[config.mk]
export PLATFORM = sky130hd
export DESIGN_NAME = display_power_state_manager_core
export DESIGN_NICKNAME = d
export VERILOG_FILES = /design/src/hdl/dpsm_pkg.sv /design/src/hdl/dpsm_cfg.sv /design/src/hdl/dpsm_core.sv /design/src/hdl/display_power_state_manager_core.sv
export SDC_FILE = /design/constraint.sdc
export NUM_CORES = 1
export LEC_CHECK = 0
export BUFFER_PORTS_ARGS = -buffer_cell sky130_fd_sc_hd__buf_4
export CORE_MARGIN = 1.5
export CORE_UTILIZATION = 50
export DETAILED_ROUTE_END_ITERATION = 8
export GPL_TIMING_DRIVEN = 0
export MAX_ROUTING_LAYER = met4
export PLACE_DENSITY = 0.69
export SYNTH_ARGS = -nofsm -noshare
export SYNTH_HDL_FRONTEND = slang
export SYNTH_HIERARCHICAL = 1
export SYNTH_SLANG_ARGS = --single-unit
export TNS_END_PERCENT = 20
[constraint.sdc]
create_clock -name clk_i -period 4.2 [get_ports clk_i]
set_input_delay 0.63 -clock clk_i [delete_from_list [all_inputs] [get_ports clk_i]]
set_output_delay 0.63 -clock clk_i [all_outputs]
set_load 0.05 [all_outputs]
[src/hdl/dpsm_pkg.sv]
// ----------------------------------------------------------------------------
// dpsm_pkg
// Shared types, register indexes, reset values and helpers of the display
// power state manager.
// ----------------------------------------------------------------------------
`default_nettype none

package dpsm_pkg;

  localparam int unsigned DEF_IDLE_COUNT_BITS = 24;
  localparam int unsigned TIMEOUT_BITS        = 24;
  localparam int unsigned LEVEL_BITS          = 7;
  localparam int unsigned TEMP_BITS           = 12;
  localparam int unsigned CFG_INDEX_BITS      = 3;
  localparam int unsigned CFG_DATA_BITS       = 24;

  localparam logic [LEVEL_BITS-1:0] FULL_LEVEL = 7'd100;

  typedef enum logic [1:0] {
    PS_ACTIVE = 2'd0,
    PS_DIMMED = 2'd1,
    PS_SLEEP  = 2'd2
  } power_state_e;

  typedef enum logic [1:0] {
    EV_TICK     = 2'd0,
    EV_ACTIVITY = 2'd1,
    EV_TEMP     = 2'd2,
    EV_DIAG     = 2'd3
  } event_e;

  typedef enum logic [CFG_INDEX_BITS-1:0] {
    REG_DIM_TIMEOUT   = 3'd0,
    REG_SLEEP_TIMEOUT = 3'd1,
    REG_DIM_LEVEL     = 3'd2,
    REG_HOT_SLEEP     = 3'd3,
    REG_THROTTLE_ON   = 3'd4,
    REG_THROTTLE_OFF  = 3'd5,
    REG_THROTTLE_LVL  = 3'd6
  } cfg_index_e;

  localparam logic [TIMEOUT_BITS-1:0]     RST_DIM_TIMEOUT   = 24'd15000;
  localparam logic [TIMEOUT_BITS-1:0]     RST_SLEEP_TIMEOUT = 24'd30000;
  localparam logic [LEVEL_BITS-1:0]       RST_DIM_LEVEL     = 7'd20;
  localparam logic signed [TEMP_BITS-1:0] RST_HOT_SLEEP     = 12'sd1040;
  localparam logic signed [TEMP_BITS-1:0] RST_THROTTLE_ON   = 12'sd880;
  localparam logic signed [TEMP_BITS-1:0] RST_THROTTLE_OFF  = 12'sd800;
  localparam logic [LEVEL_BITS-1:0]       RST_THROTTLE_LVL  = 7'd30;

  typedef struct packed {
    logic [TIMEOUT_BITS-1:0]     dim_delay_ms;
    logic [TIMEOUT_BITS-1:0]     sleep_timeout_ms;
    logic [LEVEL_BITS-1:0]       dim_brightness;
    logic signed [TEMP_BITS-1:0] hot_sleep_temp;
    logic signed [TEMP_BITS-1:0] throttle_on_temp;
    logic signed [TEMP_BITS-1:0] throttle_off_temp;
    logic [LEVEL_BITS-1:0]       throttle_brightness;
  } cfg_t;

  typedef struct packed {
    event_e                      mode;
    logic signed [TEMP_BITS-1:0] temperature;
    logic                        diag_enable;
    logic [LEVEL_BITS-1:0]       current_brightness;
  } request_t;

  typedef struct packed {
    power_state_e          power_state;
    logic                  brightness_write;
    logic [LEVEL_BITS-1:0] brightness_value;
    logic                  display_wake;
    logic                  display_sleep;
    logic                  clock_restore;
    logic                  throttle_active;
    logic                  diag_active;
  } result_t;

  function automatic logic [LEVEL_BITS-1:0] clamp_level(input logic [LEVEL_BITS-1:0] v);
    return (v > FULL_LEVEL) ? FULL_LEVEL : v;
  endfunction

endpackage

`default_nettype wire

[src/hdl/dpsm_cfg.sv]
// ----------------------------------------------------------------------------
// dpsm_cfg
// Configuration register file: timeouts, brightness levels and thermal limits.
// ----------------------------------------------------------------------------
`default_nettype none

module dpsm_cfg (
  input  wire                                      clk_i,
  input  wire                                      rst_ni,
  input  wire                                      cfg_we_i,
  input  wire [dpsm_pkg::CFG_INDEX_BITS-1:0]       cfg_index_i,
  input  wire [dpsm_pkg::CFG_DATA_BITS-1:0]        cfg_wdata_i,
  output dpsm_pkg::cfg_t                           cfg_o
);
  import dpsm_pkg::*;

  cfg_t cfg_q, cfg_d;

  always_comb begin
    cfg_d = cfg_q;
    if (cfg_we_i) begin
      unique case (cfg_index_i)
        REG_DIM_TIMEOUT:   cfg_d.dim_delay_ms        = cfg_wdata_i[TIMEOUT_BITS-1:0];
        REG_SLEEP_TIMEOUT: cfg_d.sleep_timeout_ms    = cfg_wdata_i[TIMEOUT_BITS-1:0];
        REG_DIM_LEVEL:     cfg_d.dim_brightness      = cfg_wdata_i[LEVEL_BITS-1:0];
        REG_HOT_SLEEP:     cfg_d.hot_sleep_temp      = $signed(cfg_wdata_i[TEMP_BITS-1:0]);
        REG_THROTTLE_ON:   cfg_d.throttle_on_temp    = $signed(cfg_wdata_i[TEMP_BITS-1:0]);
        REG_THROTTLE_OFF:  cfg_d.throttle_off_temp   = $signed(cfg_wdata_i[TEMP_BITS-1:0]);
        REG_THROTTLE_LVL:  cfg_d.throttle_brightness = cfg_wdata_i[LEVEL_BITS-1:0];
        default:           cfg_d = cfg_q;
      endcase
    end
  end

  always_ff @(posedge clk_i or negedge rst_ni) begin
    if (!rst_ni) begin
      cfg_q.dim_delay_ms        <= RST_DIM_TIMEOUT;
      cfg_q.sleep_timeout_ms    <= RST_SLEEP_TIMEOUT;
      cfg_q.dim_brightness      <= RST_DIM_LEVEL;
      cfg_q.hot_sleep_temp      <= RST_HOT_SLEEP;
      cfg_q.throttle_on_temp    <= RST_THROTTLE_ON;
      cfg_q.throttle_off_temp   <= RST_THROTTLE_OFF;
      cfg_q.throttle_brightness <= RST_THROTTLE_LVL;
    end else begin
      cfg_q <= cfg_d;
    end
  end

  assign cfg_o = cfg_q;

endmodule

`default_nettype wire

[src/hdl/dpsm_core.sv]
// ----------------------------------------------------------------------------
// dpsm_core
// Power state machine: idle counter, saved level, throttle and diagnostics
// flags, and the display commands of one request.
// ----------------------------------------------------------------------------
`default_nettype none

module dpsm_core #(
  parameter int unsigned IDLE_COUNT_BITS = dpsm_pkg::DEF_IDLE_COUNT_BITS
) (
  input  wire                      clk_i,
  input  wire                      rst_ni,
  input  wire                      step_i,
  input  wire dpsm_pkg::request_t  req_i,
  input  wire dpsm_pkg::cfg_t      cfg_i,
  output dpsm_pkg::result_t        res_o
);
  import dpsm_pkg::*;

  localparam int unsigned CMP_BITS =
    (IDLE_COUNT_BITS > TIMEOUT_BITS) ? IDLE_COUNT_BITS : TIMEOUT_BITS;

  power_state_e               power_q, power_d;
  logic [IDLE_COUNT_BITS-1:0] idle_q, idle_d, idle_inc;
  logic [LEVEL_BITS-1:0]      saved_q, saved_d;
  logic                       throttle_q, throttle_d;
  logic                       diag_q, diag_d;

  logic [LEVEL_BITS-1:0] cur_level;
  logic [CMP_BITS-1:0]   idle_cmp;
  logic                  hit_dim, hit_sleep;
  logic                  go_active, go_dimmed, go_sleep;
  logic                  thr_set, thr_clr, idle_clr, idle_adv;

  assign cur_level = clamp_level(req_i.current_brightness);
  assign idle_inc  = (idle_q == {IDLE_COUNT_BITS{1'b1}}) ? idle_q
                                                         : idle_q + IDLE_COUNT_BITS'(1);
  assign idle_cmp  = CMP_BITS'(idle_inc);
  assign hit_sleep = idle_cmp >= CMP_BITS'(cfg_i.sleep_timeout_ms);
  assign hit_dim   = idle_cmp >= CMP_BITS'(cfg_i.dim_delay_ms);

  // decode the request into transitions
  always_comb begin
    go_active = 1'b0;
    go_dimmed = 1'b0;
    go_sleep  = 1'b0;
    thr_set   = 1'b0;
    thr_clr   = 1'b0;
    idle_clr  = 1'b0;
    idle_adv  = 1'b0;
    unique case (req_i.mode)
      EV_TICK: begin
        if (diag_q) begin
          idle_clr = 1'b1;
        end else begin
          idle_adv = 1'b1;
          if (power_q == PS_ACTIVE) begin
            go_sleep  = hit_sleep;
            go_dimmed = !hit_sleep && hit_dim;
          end else if (power_q == PS_DIMMED) begin
            go_sleep = hit_sleep;
          end
        end
      end
      EV_ACTIVITY: begin
        idle_clr  = 1'b1;
        go_active = (power_q != PS_ACTIVE);
      end
      EV_TEMP: begin
        priority if (req_i.temperature > cfg_i.hot_sleep_temp) begin
          go_sleep = (power_q != PS_SLEEP);
        end else if (req_i.temperature > cfg_i.throttle_on_temp && !throttle_q) begin
          thr_set = 1'b1;
        end else if (req_i.temperature < cfg_i.throttle_off_temp && throttle_q) begin
          thr_clr = 1'b1;
        end else begin
          thr_clr = 1'b0;
        end
      end
      EV_DIAG: begin
        idle_clr = 1'b1;
      end
      default: ;
    endcase
  end

  // next state
  always_comb begin
    power_d    = power_q;
    idle_d     = idle_q;
    saved_d    = saved_q;
    throttle_d = throttle_q;
    diag_d     = diag_q;
    if (step_i) begin
      if (idle_clr) idle_d = '0;
      if (idle_adv) idle_d = idle_inc;
      if (go_active) power_d = PS_ACTIVE;
      if (go_dimmed) begin
        power_d = PS_DIMMED;
        saved_d = cur_level;
      end
      if (go_sleep) power_d = PS_SLEEP;
      if (thr_set) throttle_d = 1'b1;
      if (thr_clr) throttle_d = 1'b0;
      if (req_i.mode == EV_DIAG) diag_d = req_i.diag_enable;
    end
  end

  // display commands
  always_comb begin
    res_o                  = '0;
    res_o.power_state      = power_d;
    res_o.throttle_active  = throttle_d;
    res_o.diag_active      = diag_d;
    res_o.display_sleep    = go_sleep;
    priority if (go_active) begin
      res_o.clock_restore    = 1'b1;
      res_o.display_wake     = 1'b1;
      res_o.brightness_write = 1'b1;
      res_o.brightness_value = saved_q;
    end else if (go_dimmed) begin
      res_o.brightness_write = 1'b1;
      res_o.brightness_value = clamp_level(cfg_i.dim_brightness);
    end else if (thr_set) begin
      res_o.brightness_write = 1'b1;
      res_o.brightness_value = clamp_level(cfg_i.throttle_brightness);
    end else if (thr_clr) begin
      res_o.brightness_write = 1'b1;
      res_o.brightness_value = saved_q;
    end else if (req_i.mode == EV_DIAG) begin
      res_o.brightness_write = 1'b1;
      if (req_i.diag_enable) begin
        res_o.clock_restore    = 1'b1;
        res_o.display_wake     = 1'b1;
        res_o.brightness_value = FULL_LEVEL;
      end else begin
        res_o.brightness_value = saved_q;
      end
    end else begin
      res_o.brightness_write = 1'b0;
    end
  end

  always_ff @(posedge clk_i or negedge rst_ni) begin
    if (!rst_ni) begin
      power_q    <= PS_ACTIVE;
      idle_q     <= '0;
      saved_q    <= FULL_LEVEL;
      throttle_q <= 1'b0;
      diag_q     <= 1'b0;
    end else begin
      power_q    <= power_d;
      idle_q     <= idle_d;
      saved_q    <= saved_d;
      throttle_q <= throttle_d;
      diag_q     <= diag_d;
    end
  end

  a_diag_tick_holds_idle: assert property (@(posedge clk_i) disable iff (!rst_ni)
    step_i && diag_q && req_i.mode == EV_TICK |=> idle_q == '0 && $stable(power_q))
    else $error("diagnostics tick changed idle count or power state");

  a_activity_wakes: assert property (@(posedge clk_i) disable iff (!rst_ni)
    step_i && req_i.mode == EV_ACTIVITY |=> power_q == PS_ACTIVE && idle_q == '0)
    else $error("activity did not wake the display");

  a_diag_follows_switch: assert property (@(posedge clk_i) disable iff (!rst_ni)
    step_i && req_i.mode == EV_DIAG |=> diag_q == $past(req_i.diag_enable))
    else $error("diagnostics flag does not follow the switch");

  a_idle_holds_state: assert property (@(posedge clk_i) disable iff (!rst_ni)
    !step_i |=> $stable(power_q) && $stable(idle_q) && $stable(saved_q))
    else $error("state changed without a request");

endmodule

`default_nettype wire

[src/hdl/display_power_state_manager_core.sv]
// ----------------------------------------------------------------------------
// display_power_state_manager_core
// Display power manager: active, dimmed and sleep states driven by tick,
// activity, temperature and diagnostics events.
// ----------------------------------------------------------------------------
// Usage:
//   Requests enter on in_valid_i / in_stall_o with the event fields; every
//   request gives exactly one result on out_valid_o / out_stall_i carrying
//   the power state after the event and the display command flags.
//   A request is taken into an input register, processed by the state logic
//   and its result lands in the result register, which drives out_valid_o.
//   One request per cycle is sustained while the receiver does not stall; the
//   only loop is the state update in the core.
//   When the receiver stalls, the result register holds and the input
//   register still takes one more request; in_stall_o rises only when both
//   are full.
//   Configuration is written through cfg_we_i / cfg_index_i / cfg_wdata_i,
//   one register per cycle, while no request is in flight.
//   Reset: state active, idle count zero, saved level 100, throttle and
//   diagnostics off, registers at their default values, pipeline empty.
// ----------------------------------------------------------------------------
`default_nettype none

module display_power_state_manager_core #(
  parameter int unsigned IDLE_COUNT_BITS = dpsm_pkg::DEF_IDLE_COUNT_BITS
) (
  input  wire                                  clk_i,
  input  wire                                  rst_ni,
  input  wire                                  in_valid_i,
  output logic                                 in_stall_o,
  input  wire  [1:0]                           mode_i,
  input  wire  signed [dpsm_pkg::TEMP_BITS-1:0] temperature_i,
  input  wire                                  diag_enable_i,
  input  wire  [dpsm_pkg::LEVEL_BITS-1:0]      current_brightness_i,
  output logic                                 out_valid_o,
  input  wire                                  out_stall_i,
  output logic [1:0]                           power_state_o,
  output logic                                 brightness_write_o,
  output logic [dpsm_pkg::LEVEL_BITS-1:0]      brightness_value_o,
  output logic                                 display_wake_o,
  output logic                                 display_sleep_o,
  output logic                                 clock_restore_o,
  output logic                                 throttle_active_o,
  output logic                                 diag_active_o,
  input  wire                                  cfg_we_i,
  input  wire  [dpsm_pkg::CFG_INDEX_BITS-1:0]  cfg_index_i,
  input  wire  [dpsm_pkg::CFG_DATA_BITS-1:0]   cfg_wdata_i
);
  import dpsm_pkg::*;

  cfg_t     cfg;
  request_t req_q;
  result_t  res, res_q;
  logic     in_valid_q, in_valid_d;
  logic     out_valid_q, out_valid_d;
  logic     accept, advance, fire;

  assign advance    = !out_valid_q || !out_stall_i;
  assign fire       = in_valid_q && advance;
  assign in_stall_o = in_valid_q && !advance;
  assign accept     = in_valid_i && !in_stall_o;

  always_comb begin
    in_valid_d = in_valid_q;
    if (accept)    in_valid_d = 1'b1;
    else if (fire) in_valid_d = 1'b0;
    out_valid_d = advance ? in_valid_q : out_valid_q;
  end

  always_ff @(posedge clk_i or negedge rst_ni) begin
    if (!rst_ni) begin
      in_valid_q  <= 1'b0;
      out_valid_q <= 1'b0;
    end else begin
      in_valid_q  <= in_valid_d;
      out_valid_q <= out_valid_d;
    end
  end

  always_ff @(posedge clk_i) begin
    if (accept) begin
      req_q.mode               <= event_e'(mode_i);
      req_q.temperature        <= temperature_i;
      req_q.diag_enable        <= diag_enable_i;
      req_q.current_brightness <= current_brightness_i;
    end
    if (fire) res_q <= res;
  end

  dpsm_cfg u_cfg (
    .clk_i       (clk_i),
    .rst_ni      (rst_ni),
    .cfg_we_i    (cfg_we_i),
    .cfg_index_i (cfg_index_i),
    .cfg_wdata_i (cfg_wdata_i),
    .cfg_o       (cfg)
  );

  dpsm_core #(
    .IDLE_COUNT_BITS (IDLE_COUNT_BITS)
  ) u_core (
    .clk_i  (clk_i),
    .rst_ni (rst_ni),
    .step_i (fire),
    .req_i  (req_q),
    .cfg_i  (cfg),
    .res_o  (res)
  );

  assign out_valid_o        = out_valid_q;
  assign power_state_o      = res_q.power_state;
  assign brightness_write_o = res_q.brightness_write;
  assign brightness_value_o = res_q.brightness_value;
  assign display_wake_o     = res_q.display_wake;
  assign display_sleep_o    = res_q.display_sleep;
  assign clock_restore_o    = res_q.clock_restore;
  assign throttle_active_o  = res_q.throttle_active;
  assign diag_active_o      = res_q.diag_active;

endmodule

`default_nettype wire

## Word-level counts from Yosys, hierarchy flattened

Cells that the tools add are included.

- Bitwise gates (word level): 0
- Eq/ne operators: 12
- $lt $le $gt $ge: 8
- $mul: 0
- Divide/modulo/power cells: 0
- $add $sub $neg: 1
- Shifts and indexed selects: 0
- Reduce and logical (&&, ||, !) cells: 30
- Multiplexer cells: 52

Operators by type and width:

| operator | number |
|---|---|
| $mux W24 | 3 |
| $mux W7 | 7 |
| $ge A24 B24 Y1 | 2 |
| $mux W1 | 34 |
| $add A24 B1 Y24 const B | 1 |
| $eq A24 B24 Y1 const B | 1 |
| $gt A12 B12 Y1 | 2 |
| $gt A7 B7 Y1 const B | 3 |
| $reduce_and A2 Y1 | 9 |
| $mux W8 | 2 |
| $lt A12 B12 Y1 | 1 |
| $eq A3 B3 Y1 const B | 3 |
| $mux W2 | 4 |
| $eq A3 B2 Y1 const B | 2 |
| $logic_and A1 B1 Y1 | 6 |
| $logic_not A1 Y1 | 6 |
| $reduce_bool A2 Y1 | 3 |
| $eq A2 B1 Y1 const B | 2 |
| $eq A2 B2 Y1 const B | 2 |
| $logic_not A2 Y1 | 2 |
| $pmux W1 S2 | 2 |
| $reduce_or A4 Y1 | 1 |
| $eq A3 B1 Y1 const B | 1 |
| $logic_not A3 Y1 | 1 |
| other kinds (3) | 3 |

- Memory bits (writable): 0
- Output and inout port bits: 17
- Word-level logic and storage cells: 129
- Bits in latches: 0
- Memories: 0
- Bits in registers: 172
- Bits in read-only memories: 0
- Input bits: 54

## Logic depth before layout (Yosys ltp)

- Depth after elaboration: 11
- Mapped depth: 16
- Gate-level depth less buffers: 14

## Hierarchy

Netlist, hierarchy kept.

By module, submodules not included:

| module | cells each | sequential area each (um^2) | area an instance (um^2) | instances |
|---|---|---|---|---|
| dpsm_core | 574 | 879.6 | 4586.9 | 1 |
| dpsm_cfg | 212 | 2489.9 | 3751.1 | 1 |
| display_power_state_manager_core | 45 | 1161.1 | 1203.7 | 1 |

## Worst setup path after synthesis

Ideal clock, no wire load.

- Path type: reg-to-reg
- Start point: reg u_core.idle_q[6]
- End point: reg res_q (netlist bit brightness_value_o[3]), data pin
- Path buffers: 1
- Required time: 3.928 ns
- Cell stages (with the launch flop): 16
- Period minus slack after synthesis: 3.835 ns
- Data arrival time: 3.563 ns
- Path slack: 0.365 ns
- Library setup time: 0.272 ns
- Cell sequence: dfrtp_1 > buf_2 > and4_1 > nand4_2 > o31ai_4 > nor2_1 > nand3_1 > xnor2_1 > ha_1 > a21o_1 > a21o_1 > a2111oi_4 > o21ai_2 > or3_1 > a2111oi_0 > a31oi_1

RTL lines:

| element | line | source |
|---|---|---|
| from (decl) | dpsm_core.sv:24 | `logic [IDLE_COUNT_BITS-1:0] idle_q, idle_d, idle_inc;` |
| from (signal assigned) | dpsm_core.sv:153 | `idle_q <= idle_d;` |
| to (signal assigned) | display_power_state_manager_core.sv:87 | `if (fire) res_q <= res;` |
| to (decl) | display_power_state_manager_core.sv:53 | `result_t res, res_q;` |

## Final worst setup path

- Start point: reg u_core.idle_q[6]
- End point: reg u_core.saved_q[1]

- Cells in the longest elaborated chain, start to end: 9
- Elaborated cells between the ends (all ways): 11
- Classes of those cells: add/sub (1); order compare (2); eq/ne (1); mux (4); reduce/logical (3)

RTL lines:

| element | line | source |
|---|---|---|
| $add A24 B1 Y24 / $eq A24 B24 Y1 (equally long branches) | dpsm_core.sv:37, dpsm_core.sv:36 |  |
| $mux W24 * | dpsm_core.sv:36 | `assign idle_inc = (idle_q == {IDLE_COUNT_BITS{1'b1}}) ? idle_q` |
| $ge A24 B24 Y1 | dpsm_core.sv:39 | `assign hit_sleep = idle_cmp >= CMP_BITS'(cfg_i.sleep_timeout_ms);` |
| $logic_not A1 Y1 | dpsm_core.sv:59 | `go_dimmed = !hit_sleep && hit_dim;` |
| $logic_and A1 B1 Y1 * | dpsm_core.sv:59 |  |
| $mux W1 * | dpsm_core.sv:57 | `if (power_q == PS_ACTIVE) begin` |
| $mux W1 * | dpsm_core.sv:53 | `if (diag_q) begin` |
| $mux W1 * | dpsm_core.sv:51 | `unique case (req_i.mode)` |
| $reduce_and A2 Y1 (no source line) * | n/a |  |
| to (signal assigned) | dpsm_core.sv:154 | `saved_q <= saved_d;` |
| to (decl) | dpsm_core.sv:25 | `logic [LEVEL_BITS-1:0] saved_q, saved_d;` |

Mark *: on every way between the ends. The rest lies on a longest branch, timed or not.
A chain may end at the register's enable or synchronous reset.

==> impl_metrics.csv <==
group,metric,value,unit
status,outcome,"complete, no violations",
place,io_buffers,70,
global_route,grt_pass1_vias,6475,
detailed_routing,vias,6674,
worst_setup_path,startpoint_type,"flop",
final_layout,regArea,0.004532,mm^2
cts,clockBufferDepth,2,
final_layout,layout_common_cells,"101 x dfrtp_1, 97 x mux2_2, 91 x inv_1",
yosys,synth.net_count,969,
place,preCtsSetupSlack,-0.5662,ns
final_layout,drive_above_1_share,31.56,%
yosys,synth_area_per_cell,11.48,um^2
pwr,clkPwrFrac,34.8,%
worst_setup_path,cp_top_family,"simple AND/OR/NAND/NOR gates",
floorplanning,chipHeight,141.1,um
final_layout,utilization,60.23,%
floorplanning,die_area,0.01992,mm^2
cts,clk_latency,0.43,ns
sta,hold_viol,0,
cts,cts-htree-levels,4,
place,globalplace.congestion,0.8922,
detailed_routing,drc_errors,0,
worst_setup_path,cp.required,4.52,ns
pwr,intPower,0.003472,W
sta,setup_viol,0,
detailed_routing,wirelength,20.59,mm
pwr,p_per_area,436.9,mW/mm^2
yosys,synth_ff_type,"dfrtp_1",
worst_setup_path,cpMaxStageDelayCell,"nor4_2",
final_layout,nNetsFinal,1066,
floorplanning,initial_core_util,51.01,%
pwr,power.switching,0.001450,W
final_layout,layout_commonest_cell,"dfrtp_1",
sta,fmax,248.4,MHz
pwr,leakagePower,5.303,nW
yosys,synth_warnings,6,
sta,setup_ws,0.1745,ns
global_route,antenna_found_initial,0,
pwr,ir_drop,0.0003162,V
detailed_routing,routedWlPerCell,17.52,um
pwr,p_comb_share,20.9,%
floorplanning,die_w,141.1,um
final_layout,fillers,1526,
final_layout,multiInputGateArea,0.004678,mm^2
yosys,synth_seq_cells,172,
worst_setup_path,cp_max_fo,9,
sta,min_period_over_period,95.84,%
final_layout,fin_area,0.01127,mm^2
pwr,power_frac_seq,44.3,%
worst_setup_path,crit_arrival,4.35,ns
floorplanning,coreArea,0.01871,mm^2
cts,cts_tree,"done",
yosys,synth-seq-area-share,47.48,%
detailed_routing,ant_nets,0,
place,post_dp_cell_area,0.01040,mm^2
sta,worst_slew_pin_slew,1.100,ns
detailed_routing,vias_per_cell,5.680,
yosys,synth-edff-count,37,
detailed_routing,dr.first_iter.drc_count,431,
final_layout,diodes,0,
yosys,syn-cell-area,0.009542,mm^2
worst_setup_path,crit_top_cell,"nand4_4",
pwr,switching_share,29.46,%
global_route,overflow,0,
worst_setup_path,max_stage_delay,0.39,ns
yosys,postSynth.asyncResetShare,78.49,%
global_route,grt_max_degree,94,
yosys,syn_inst,831,
cts,path_clk_slew,0.07,ns
sta,min_period,4.025,ns
sta,slew_viol_final,0,
cts,cts_root_buf,"clkbuf_16",
sta,tns,0,ns
floorplanning,rows,50,
sta,slew_headroom,26.65,%
min_path,hold_class,"in2async",
cts,postCtsHoldBufs,0,
cts,clock-sinks,172,
worst_setup_path,crit_path_cell_trace,"buf_2 -> and4_4 -> nand4_4 -> o31ai_4 -> buf_6 -> nor4_4 -> buf_4 -> xnor2_1 -> ha_1 -> nand4_1 -> nor4_2 -> a221oi_1 -> o211ai_1 -> a21o_2 -> nand4_4 -> mux2_4",
cts,cts_buffers,17,
sta,fin_skew,0.01202,ns
detailed_routing,drtPass1Iterations,5,
floorplanning,num_io_pins,71,
final_layout,area_delta_synth_final,18.07,%
global_route,grt_usage,22.51,%
worst_setup_path,worst-path-buf-inv,3,
yosys,yosysUniqueCellTypes,71,
place,hpwlAfterDp,15.02,mm
run,cap_violations,0,
worst_setup_path,endpoint_kind,"flop",
worst_setup_path,path_class,"reg2reg",
global_route,grt_pass1_wl,33.98,mm
sta,grt_setup_unrepaired,"no",
routing by layer:
| metal | track usage (%) | part of all wire (%) |
|---|---|---|
| met5 | - | 0 |
| met4 | 6.250 | 1.3 |
| met2 | 33.10 | 45 |
| met1 | 32.34 | 49 |
| met3 | 3.601 | 4.5 |
power by group through the flow:
stage	sequential [W]	combinational (W)	clock [W]
detailed placement	0.00221	0.00102	0
CTS	0.00218	0.00103	0.00175
floorplan	0.00223	0.000668	0
global route	0.00222	0.00115	0.00181
finish	0.00218	0.00103	0.00171
global placement	0.00220	0.000982	0
registers in the layout, summed over array words and instances (netlist names), 2 cells and up:
name and flops:
brightness_value_o 7, power_state_o 2, req_q 22, u_cfg/cfg_o 98
u_core/idle_q 24, u_core/power_q 2, u_core/saved_q 7
path summary, 6_finish.rpt:
| kind | start | end | slack, ns | cells past startpoint |
|---|---|---|---|---|
| max | u_core/idle_q[6]$_DFFE_PN0P_ | u_core/saved_q[1]$_DFFE_PN0P_ | 0.17 | 16 |
| min | rst_ni | u_cfg/cfg_o[13]$_DFFE_PN0P_ | 0.1 | 1 |
| max reg2reg | u_core/idle_q[6]$_DFFE_PN0P_ | u_core/saved_q[1]$_DFFE_PN0P_ | 0.17 | 16 |
| min reg2reg | u_core/saved_q[2]$_DFFE_PN1P_ | u_core/saved_q[2]$_DFFE_PN1P_ | 0.49 | 2 |
| max in group asynchronous | rst_ni | u_core/idle_q[11]$_DFFE_PN0P_ | 3.27 | 2 |
| min in group clk_i | current_brightness_i[0] | req_q[0]$_DFFE_PP_ | 0.37 | 1 |
synthesized netlist by cell type (9+ instances only):
cell type / instances / area share (%)
o211ai_1: 13 / 1.0
nand4_1: 13 / 0.85
mux2_2: 97 / 11
nand2_1: 49 / 1.9
inv_1: 91 / 3.6
dfstp_2: 33 / 9.1
ha_1: 84 / 11
nor2_1: 39 / 1.5
o21ai_0: 33 / 1.7
dfrtp_1: 102 / 27
a21oi_1: 31 / 1.6
a22o_1: 11 / 1.0
nand3_1: 17 / 0.89
edfxtp_1: 37 / 12
xor2_1: 9 / 0.83
a21o_1: 16 / 1.3
xnor2_1: 13 / 1.2
what timing repair did:
item / CTS / global route
endpoints found under the hold margin: 0 / 0
pin swaps: 2 / 6
setup buffers: 1 / 5
setup endpoints to repair: 20 / 20
resized for setup: 13 / 17
logic make-up after synthesis:
kind of cell / after synthesis / share of synthesized area, %
and+or+nand+nor: 175 / 10.16
DFF: 172 / 47.48
AOI/OAI and AO/OA: 158 / 11.50
buffers and inverters: 113 / 5.075
muxes: 107 / 12.75
adders and majority gates: 84 / 11.01
xor gates and xnor gates: 22 / 2.019
layout make-up:
cell class / instances / area share (%)
Sequential cell: 172 / 40.23
Multi-Input combinational cell: 546 / 41.53
Clock inverter: 15 / 1.988
Inverter: 91 / 3.032
Buffer: 22 / 1.266
Timing Repair Buffer: 78 / 5.586
Tap cell: 234 / 2.599
Clock buffer: 17 / 3.776
per-stage QoR:
step,power (W),instances,hold slack (ns)
floorplan,0.002902,831,0.3344
global placement,0.003185,1135,0.4717
detailed placement,0.003227,1137,0.4788
CTS,0.004965,1170,0.1067
global route,0.005191,1175,0.1191
finish,0.004922,1175,0.09838
Power figures use the tool's default switching activity.
